<file path="config.mk">
export PLATFORM = sky130hd
export DESIGN_NAME = alarm_clock_display_controller
export DESIGN_NICKNAME = d
export VERILOG_FILES = /design/src/hdl/acd_pkg.sv /design/src/hdl/alarm_clock_display_controller.sv
export SDC_FILE = /design/constraint.sdc
export NUM_CORES = 1
export LEC_CHECK = 0
export ABC_CLOCK_PERIOD_IN_PS = 4640
export BUFFER_PORTS_ARGS = -buffer_cell sky130_fd_sc_hd__buf_2
export CAP_MARGIN = 15
export CORE_MARGIN = 5
export CORE_UTILIZATION = 50
export CTS_CLUSTER_DIAMETER = 150
export DETAILED_ROUTE_END_ITERATION = 12
export PLACE_DENSITY = 0.66
export SLEW_MARGIN = 20
export SYNTH_ARGS = -nofsm -noshare
export SYNTH_HDL_FRONTEND = slang
export SYNTH_SLANG_ARGS = --single-unit
</file>
<file path="constraint.sdc">
create_clock -name clk -period 4.64 [get_ports clk]
set_input_delay 0.232 -clock clk [delete_from_list [all_inputs] [get_ports clk]]
set_output_delay 0.232 -clock clk [all_outputs]
set_load 0.02 [all_outputs]
</file>
<file path="src/hdl/acd_pkg.sv">
package acd_pkg;

	typedef struct packed {
		logic [2:0]  operation;
		logic [4:0]  hours;
		logic [5:0]  minutes;
		logic [5:0]  seconds;
		logic [31:0] now_ms;
	} acd_in_t;

	typedef struct packed {
		logic       segments_valid;
		logic [7:0] digit0;
		logic [7:0] digit1;
		logic [7:0] digit2;
		logic [7:0] digit3;
		logic       buzzer;
		logic       alarm_sounding;
		logic [1:0] display_mode;
		logic [1:0] status;
	} acd_out_t;

	// Configuration port.
	localparam int CFG_DATA_W = 16;
	localparam int CFG_IDX_W  = 3;

	localparam logic [CFG_IDX_W-1:0] CFG_ALARM_ENABLED = 3'd0;
	localparam logic [CFG_IDX_W-1:0] CFG_ALARM_HOUR    = 3'd1;
	localparam logic [CFG_IDX_W-1:0] CFG_ALARM_MINUTE  = 3'd2;
	localparam logic [CFG_IDX_W-1:0] CFG_BLINK_ENABLE  = 3'd3;
	localparam logic [CFG_IDX_W-1:0] CFG_TWELVE_HOUR   = 3'd4;
	localparam logic [CFG_IDX_W-1:0] CFG_MSG_DURATION  = 3'd5;

	localparam logic [15:0] MSG_DURATION_RESET = 16'd3000;

	// Operation codes.
	localparam logic [2:0] OP_REFRESH    = 3'd0;
	localparam logic [2:0] OP_CLICK      = 3'd1;
	localparam logic [2:0] OP_LONG_PRESS = 3'd2;
	localparam logic [2:0] OP_REMOTE_ON  = 3'd3;
	localparam logic [2:0] OP_REMOTE_OFF = 3'd4;
	localparam logic [2:0] OP_STATUS     = 3'd5;

	// Display modes.
	localparam logic [1:0] MODE_CLOCK = 2'd0;
	localparam logic [1:0] MODE_ALARM = 2'd1;
	localparam logic [1:0] MODE_ON    = 2'd2;
	localparam logic [1:0] MODE_OFF   = 2'd3;

	// Status codes.
	localparam logic [1:0] STATUS_OK          = 2'd0;
	localparam logic [1:0] STATUS_ALREADY_ON  = 2'd1;
	localparam logic [1:0] STATUS_ALREADY_OFF = 2'd2;

	// Segment bits, bit0 is segment a.
	localparam logic [7:0] SEG_A     = 8'h01;
	localparam logic [7:0] SEG_C     = 8'h04;
	localparam logic [7:0] SEG_E     = 8'h10;
	localparam logic [7:0] SEG_F     = 8'h20;
	localparam logic [7:0] SEG_G     = 8'h40;
	localparam logic [7:0] COLON_BIT = 8'd128;

	localparam logic [4:0]  HOUR_HALF      = 5'd12;
	localparam logic [16:0] LAST_TIME_NONE = 17'h1FFFF;

endpackage

</file>
<file path="src/hdl/alarm_clock_display_controller.sv">
// Alarm clock display controller. Each transfer on the input channel is one event: a
// refresh with the time of day, a button click, a long press, or a remote alarm on,
// off or status command, each with a millisecond stamp. Every event yields exactly one
// result: four segment bytes (bit0 segment a to bit6 g, bit7 of digit1 the colon) when
// something was drawn, the buzzer pin, the alarm flag, the display mode and a status
// code. The block takes one event per clock cycle unless the output stalls. An event is
// held in the input register, and its result is then registered in the result
// register, from which it is presented. All mode, alarm and drawing logic is combinational
// between the two registers. A stall on the output holds the result register and then
// the input register. Configuration registers are written by index and must only change
// while idle.
module alarm_clock_display_controller (
	input  logic                           clk,
	input  logic                           arst_n,
	input  logic                           in_valid,
	output logic                           in_stall,
	input  acd_pkg::acd_in_t               in_data,
	output logic                           out_valid,
	input  logic                           out_stall,
	output acd_pkg::acd_out_t              out_data,
	input  logic                           cfg_we,
	input  logic [acd_pkg::CFG_IDX_W-1:0]  cfg_index,
	input  logic [acd_pkg::CFG_DATA_W-1:0] cfg_data
);
	import acd_pkg::*;

	function automatic logic [7:0] seg_font(input logic [3:0] d);
		logic [7:0] f;
		case (d)
			4'd0: f = 8'h3F;
			4'd1: f = 8'h06;
			4'd2: f = 8'h5B;
			4'd3: f = 8'h4F;
			4'd4: f = 8'h66;
			4'd5: f = 8'h6D;
			4'd6: f = 8'h7D;
			4'd7: f = 8'h07;
			4'd8: f = 8'h7F;
			4'd9: f = 8'h6F;
			default: f = 8'h00;
		endcase
		return f;
	endfunction

	function automatic logic [2:0] tens_of(input logic [5:0] v);
		logic [2:0] t;
		if (v >= 6'd60)      t = 3'd6;
		else if (v >= 6'd50) t = 3'd5;
		else if (v >= 6'd40) t = 3'd4;
		else if (v >= 6'd30) t = 3'd3;
		else if (v >= 6'd20) t = 3'd2;
		else if (v >= 6'd10) t = 3'd1;
		else                 t = 3'd0;
		return t;
	endfunction

	// Remainder after removing t tens: v - 8t - 2t.
	function automatic logic [3:0] units_of(input logic [5:0] v, input logic [2:0] t);
		logic [5:0] r;
		r = v - {t, 3'b000} - {2'b00, t, 1'b0};
		return r[3:0];
	endfunction

	function automatic logic [31:0] draw_time(input logic [4:0] h_in, input logic [5:0] m_in,
			input logic colon, input logic twelve);
		logic [4:0] h;
		logic [2:0] ht;
		logic [2:0] mt;
		logic [3:0] hu;
		logic [3:0] mu;
		logic [7:0] d0;
		logic [7:0] d1;
		h  = (twelve && (h_in > HOUR_HALF)) ? (h_in - HOUR_HALF) : h_in;
		ht = tens_of({1'b0, h});
		hu = units_of({1'b0, h}, ht);
		mt = tens_of(m_in);
		mu = units_of(m_in, mt);
		d0 = (h >= 5'd10) ? seg_font({1'b0, ht}) : 8'h00;
		d1 = seg_font(hu) | (colon ? COLON_BIT : 8'h00);
		return {d0, d1, seg_font({1'b0, mt}), seg_font(mu)};
	endfunction

	// Configuration registers.
	logic        alarm_enabled_q;
	logic [4:0]  alarm_hour_q;
	logic [5:0]  alarm_minute_q;
	logic        blink_enable_q;
	logic        twelve_hour_q;
	logic [15:0] msg_duration_q;

	// Controller state.
	logic [1:0]  mode_q;
	logic        alarm_flag_q;
	logic        buzzer_level_q;
	logic        buzzer_pin_q;
	logic        colon_phase_q;
	logic [16:0] last_time_q;
	logic [31:0] msg_start_q;

	// Input register and result register.
	logic        valid_s1;
	acd_in_t     data_s1;
	logic        out_valid_q;
	acd_out_t    out_q;

	logic        advance;

	logic [1:0]  nxt_mode;
	logic        nxt_flag;
	logic        nxt_level;
	logic        nxt_pin;
	logic        nxt_colon;
	logic [16:0] nxt_last;
	logic [31:0] nxt_start;
	logic        seg_valid;
	logic [31:0] digits;
	logic [1:0]  status;
	logic [16:0] packed_time;
	logic [31:0] elapsed;
	logic        msg_live;
	logic        fire;

	// The input register moves on when the result register is empty or being emptied.
	assign advance  = valid_s1 && (!out_valid_q || !out_stall);
	assign in_stall = valid_s1 && !advance;

	assign packed_time = {data_s1.hours, data_s1.minutes, data_s1.seconds};
	assign elapsed     = data_s1.now_ms - msg_start_q;
	assign msg_live    = elapsed < {16'd0, msg_duration_q};
	assign fire = (packed_time != last_time_q) && (data_s1.seconds == 6'd0) && alarm_enabled_q
		&& !alarm_flag_q && (alarm_hour_q == data_s1.hours) && (alarm_minute_q == data_s1.minutes);

	always_comb begin
		nxt_mode  = mode_q;
		nxt_flag  = alarm_flag_q;
		nxt_level = buzzer_level_q;
		nxt_pin   = buzzer_pin_q;
		nxt_colon = colon_phase_q;
		nxt_last  = last_time_q;
		nxt_start = msg_start_q;
		seg_valid = 1'b0;
		digits    = 32'd0;
		status    = STATUS_OK;
		case (data_s1.operation)
			OP_REFRESH: begin
				if (mode_q == MODE_CLOCK) begin
					// The firing refresh still shows the time, then the on message follows.
					if (fire) begin
						nxt_flag  = 1'b1;
						nxt_level = 1'b1;
						nxt_mode  = MODE_ON;
						nxt_start = data_s1.now_ms;
					end
					digits    = draw_time(data_s1.hours, data_s1.minutes, colon_phase_q,
						twelve_hour_q);
					seg_valid = 1'b1;
					nxt_colon = blink_enable_q ? ~colon_phase_q : 1'b1;
					nxt_last  = packed_time;
				end else if (!msg_live) begin
					nxt_mode = MODE_CLOCK;
				end else if (mode_q == MODE_ALARM) begin
					digits    = draw_time(alarm_hour_q, alarm_minute_q, 1'b1, twelve_hour_q);
					seg_valid = 1'b1;
				end else if (mode_q == MODE_ON) begin
					digits    = {seg_font(4'd0), SEG_C | SEG_E | SEG_G, 16'd0};
					seg_valid = 1'b1;
				end else begin
					digits    = {seg_font(4'd0), SEG_A | SEG_E | SEG_F | SEG_G,
						SEG_A | SEG_E | SEG_F | SEG_G, 8'd0};
					seg_valid = 1'b1;
				end
				if (nxt_flag) begin
					nxt_level = ~nxt_level;
					nxt_pin   = nxt_level;
				end else if (nxt_level) begin
					nxt_pin = 1'b0;
				end
			end
			OP_CLICK: begin
				if (alarm_flag_q) begin
					nxt_flag  = 1'b0;
					nxt_mode  = MODE_OFF;
					nxt_start = data_s1.now_ms;
				end
			end
			OP_LONG_PRESS: begin
				nxt_mode  = MODE_ALARM;
				nxt_start = data_s1.now_ms;
			end
			OP_REMOTE_ON: begin
				if (!alarm_flag_q) begin
					nxt_flag  = 1'b1;
					nxt_mode  = MODE_ON;
					nxt_start = data_s1.now_ms;
				end else begin
					status = STATUS_ALREADY_ON;
				end
			end
			OP_REMOTE_OFF: begin
				if (alarm_flag_q) begin
					nxt_flag  = 1'b0;
					nxt_mode  = MODE_OFF;
					nxt_start = data_s1.now_ms;
				end else begin
					status = STATUS_ALREADY_OFF;
				end
			end
			OP_STATUS: begin
				status = STATUS_OK;
			end
			default: begin
				status = STATUS_OK;
			end
		endcase
	end

	always_ff @(posedge clk or negedge arst_n) begin
		if (!arst_n) begin
			alarm_enabled_q <= 1'b0;
			alarm_hour_q    <= 5'd0;
			alarm_minute_q  <= 6'd0;
			blink_enable_q  <= 1'b0;
			twelve_hour_q   <= 1'b0;
			msg_duration_q  <= MSG_DURATION_RESET;
		end else if (cfg_we) begin
			case (cfg_index)
				CFG_ALARM_ENABLED: alarm_enabled_q <= cfg_data[0];
				CFG_ALARM_HOUR:    alarm_hour_q    <= cfg_data[4:0];
				CFG_ALARM_MINUTE:  alarm_minute_q  <= cfg_data[5:0];
				CFG_BLINK_ENABLE:  blink_enable_q  <= cfg_data[0];
				CFG_TWELVE_HOUR:   twelve_hour_q   <= cfg_data[0];
				CFG_MSG_DURATION:  msg_duration_q  <= cfg_data[15:0];
				default: begin
				end
			endcase
		end
	end

	always_ff @(posedge clk or negedge arst_n) begin
		if (!arst_n) begin
			mode_q         <= MODE_CLOCK;
			alarm_flag_q   <= 1'b0;
			buzzer_level_q <= 1'b0;
			buzzer_pin_q   <= 1'b0;
			colon_phase_q  <= 1'b0;
			last_time_q    <= LAST_TIME_NONE;
			msg_start_q    <= 32'd0;
		end else if (advance) begin
			mode_q         <= nxt_mode;
			alarm_flag_q   <= nxt_flag;
			buzzer_level_q <= nxt_level;
			buzzer_pin_q   <= nxt_pin;
			colon_phase_q  <= nxt_colon;
			last_time_q    <= nxt_last;
			msg_start_q    <= nxt_start;
		end
	end

	always_ff @(posedge clk or negedge arst_n) begin
		if (!arst_n) begin
			valid_s1    <= 1'b0;
			out_valid_q <= 1'b0;
		end else begin
			if (!in_stall) begin
				valid_s1 <= in_valid;
			end
			if (advance) begin
				out_valid_q <= 1'b1;
			end else if (!out_stall) begin
				out_valid_q <= 1'b0;
			end
		end
	end

	always_ff @(posedge clk) begin
		if (in_valid && !in_stall) begin
			data_s1 <= in_data;
		end
		if (advance) begin
			out_q.segments_valid <= seg_valid;
			out_q.digit0         <= digits[31:24];
			out_q.digit1         <= digits[23:16];
			out_q.digit2         <= digits[15:8];
			out_q.digit3         <= digits[7:0];
			out_q.buzzer         <= nxt_pin;
			out_q.alarm_sounding <= nxt_flag;
			out_q.display_mode   <= nxt_mode;
			out_q.status         <= status;
		end
	end

	assign out_valid = out_valid_q;
	assign out_data  = out_q;

endmodule

</file>
==> results_dict.tcl <==
set metrics [dict create \
    outcome "complete, no violations" \
    yosysTopAreaCell "edfxtp_1" \
    clockPowerShare_pct 19.8 \
    synth_seq_cells 174 \
    powerDensity_mw_per_mm2 514 \
    firstDrtPassIters 5 \
    cp_cell_sequence "inv_1 -> ha_2 -> a21o_1 -> a31o_2 -> o2111ai_4 -> nand3_1 -> xor2_1 -> ha_1 -> a21o_1 -> a21o_1 -> a221oi_1 -> o211ai_1 -> a211oi_2 -> o21ai_1 -> nor4_4 -> buf_4 -> nand4_4 -> buf_12 -> o21ai_0" \
    criticalPathCategory "register to register" \
    r2r_start "msg_start_q[4]" \
    worstPathArrival_ns 4.57 \
    multi_input_area_mm2 0.00632 \
    crit_fanout 14 \
    fin_crit_ns 4.31 \
    hold_viol_final 0 \
    grt.met3_usage_pct 3.01 \
    tightest_slew_ns 1.07 \
    cp-start-kind "register" \
    start_util_pct 50.3 \
    io_pins 117 \
    wl_mm 27.2 \
    rsz0062_at_grt "false" \
    drtIter0Drc 519 \
    syn-mean-instance-area_um2 10.0 \
    ys.flop_type "edfxtp_1" \
    r2r_end "out_data[16]" \
    gr-total-overflow 0 \
    grt.total_usage_pct 21.0 \
    power.leakage_nw 5.86 \
    antenna_found_initial 0 \
    vias_per_cell 5.46 \
    power_frac_comb_pct 49.6 \
    pwr-share-seq_pct 30.6 \
    rows 56 \
    cp_top_family "compound AO/OA/AOI/OAI gates" \
    met2_usage_pct 33.5 \
    grt_busiest_layer "met2" \
    path_buf_inv 3 \
    ir_drop_v 0.000270 \
    p_switching_w 0.00293 \
    reg2reg_depth 19 \
    period_share_pct 92.8 \
    max-slew-margin-rel_pct 28.0 \
    tns_ns 0 \
    fillers 2015 \
    final_nets 1493 \
    setup_slack_ns 0.333 \
    cts.htree.levels 4 \
    post-place-ws_ns 0.179 \
    cpPeakStageDelay_ns 0.37 \
    clk_pin_slew_ns 0.08 \
    syn_to_final_growth_pct 17.1 \
    vias 9008 \
    coreArea_mm2 0.0233 \
    slew_viol_final 0 \
    min_from "cfg_data[6]" \
    seq_area_frac_synth_pct 41.2 \
    cp_common_cell "a21o_1" \
    die-area_mm2 0.0266 \
    fin_skew_ns 0.0146 \
    cts_tree "done" \
    grt_pass1_wl_mm 45.2 \
    drv_cap 0 \
    hold_depth 2 \
    async_flop_share_pct 50.0 \
    clockBufferDepth 2 \
    netlist_top_cells_area "edfxtp_1 22%, dfrtp_1 13%, ha_1 10%, mux2_2 7.0%, dfstp_2 5.4%" \
    portBuffers 113 \
    grt_max_degree 53 \
    wire_per_inst_um 16.5 \
    netlist_instances 1165 \
    synth_top_area_share_pct 22.3 \
    cts_buffers 17 \
    worstSetupEndpointType "register" \
    final_cell_mix "112 x buf_2, 97 x ha_1, 94 x nand2_1" \
    num_antenna_cells 0 \
    syn_area_mm2 0.0117 \
    yosysWarnings 0 \
    setup_viol 0 \
    synth.distinct_cells 95 \
    clkSinkCount 174 \
    grt_use_met1_pct 29.6 \
    p_int_w 0.00411 \
    routabilityCongestion 0.914 \
    drcViolationCount 0 \
    ff_latch_area_mm2 0.00482 \
    fp.dieW_um 163 \
    die_y_um 163 \
    drive_above_1_share_pct 23.3 \
    hpwl_mm 20.3 \
    layout_commonest_cell "buf_2" \
    rrSetupSlack_ns 0.33 \
    hp-class "input port to register" \
    cts-root-buf "clkbuf_16" \
    final_util_pct 58.9 \
    cpMaxStageDelayCell "dfrtp_1" \
    grt_pass1_vias 8888 \
    cp.required_ns 4.90 \
    max_freq_ghz 0.232 \
    design_power_total_w 0.00704 \
    synth_edf_count 87 \
    hold_end "msg_duration_q[6]" \
    power_switching_share_pct 41.6 \
    drt.antenna.violating_nets 0 \
    worstSkewPairLatency_ns 0.44 \
]
-- cell usage after synthesis (12+ instances only) --
| cell type | instances |
|---|---|
| ha_1 | 98 |
| nand2_1 | 94 |
| inv_1 | 92 |
| a21oi_1 | 88 |
| edfxtp_1 | 87 |
| o21ai_0 | 76 |
| mux2_2 | 73 |
| nor2_1 | 72 |
| dfrtp_1 | 63 |
| xnor2_1 | 53 |
| clkbuf_1 | 33 |
| dfstp_2 | 24 |
| nand4_1 | 19 |
| nand2b_1 | 17 |
| o21a_1 | 15 |
| nand3_1 | 14 |
| nor3_1 | 14 |
| xor2_1 | 13 |
| a21o_1 | 12 |
| o211ai_1 | 12 |
-- final cells by class --
type,count,share of cell area [%]
flip-flops and latches,174,35.2
inverters,93,2.55
clock inverters,12,0.767
well taps,319,2.91
clock buffers,20,3.26
multi-input cells,847,46.1
repair buffers,185,9.26
-- power groups by stage --
stage / Clock (W) / Sequential (W) / Combinational [W]
after detailed placement: 0 / 0.00218 / 0.00340
after global placement: 0 / 0.00217 / 0.00336
after CTS: 0.00142 / 0.00215 / 0.00346
final: 0.00140 / 0.00215 / 0.00349
after floorplan: 0 / 0.00212 / 0.00269
after global routing: 0.00148 / 0.00220 / 0.00393
-- per-stage QoR --
stage	hold WS (ns)	area (um^2)	std cells
after CTS	0.00962	13700	1648
after detailed placement	0.287	12600	1562
after global placement	0.277	12600	1562
after floorplan	-0.0636	11700	1167
final	0.0179	13700	1650
after global routing	0.0152	13700	1650
-- how the worst max path moves through the flow --
stage,from,to,cells past startpoint
after floorplan,data_s1[4],out_data[22],17
after global placement,msg_start_q[0],out_data[16],19
after detailed placement,msg_start_q[0],out_data[16],19
after CTS,msg_start_q[0],out_data[16],19
after global routing,msg_start_q[0],out_data[16],19
final,msg_start_q[4],out_data[16],19
-- state kept, by name, summed over array words and instances (netlist names), 2 cells and up --
name	flops
alarm_hour_q	5
alarm_minute_q	6
data_s1	52
last_time_q	17
mode_q	2
msg_duration_q	16
msg_start_q	32
out_data	35
-- repair_timing --
action	4_1_cts	5_1_grt
resized for setup	0	6
setup buffers	0	2
hold buffers	54	0
setup endpoints to repair	0	28
hold endpoints to repair	92	0
-- logic make-up after synthesis --
logic type / Yosys count / share of synthesized area, %
xor+xnor: 66 / 4.94
other cells: 1 / 0.0320
compound gates: 311 / 18.1
fa+ha+maj: 99 / 10.7
buf+inv: 146 / 5.13
flops: 174 / 41.2
simple gates: 293 / 12.8
mux: 75 / 7.20
-- worst reg2reg max path, stage by stage, from the launching register on --
cell	delay [ns]
dfrtp_1	0.37
inv_1	0.06
ha_2	0.30
a21o_1	0.18
a31o_2	0.27
o2111ai_4	0.25
nand3_1	0.13
xor2_1	0.16
ha_1	0.30
a21o_1	0.19
a21o_1	0.17
a221oi_1	0.29
o211ai_1	0.15
a211oi_2	0.21
o21ai_1	0.14
nor4_4	0.26
buf_4	0.20
nand4_4	0.11
buf_12	0.21
o21ai_0	0.20
-- metal layers --
layer | vias to the layer above | share of wire (%)
met5 | - | 0
met4 | 0 | 2.2
met3 | 37 | 4.0
met2 | 190 | 46
met1 | 4298 | 48
li1 | 4483 | -
No activity file was read; power rests on OpenSTA's default activity.
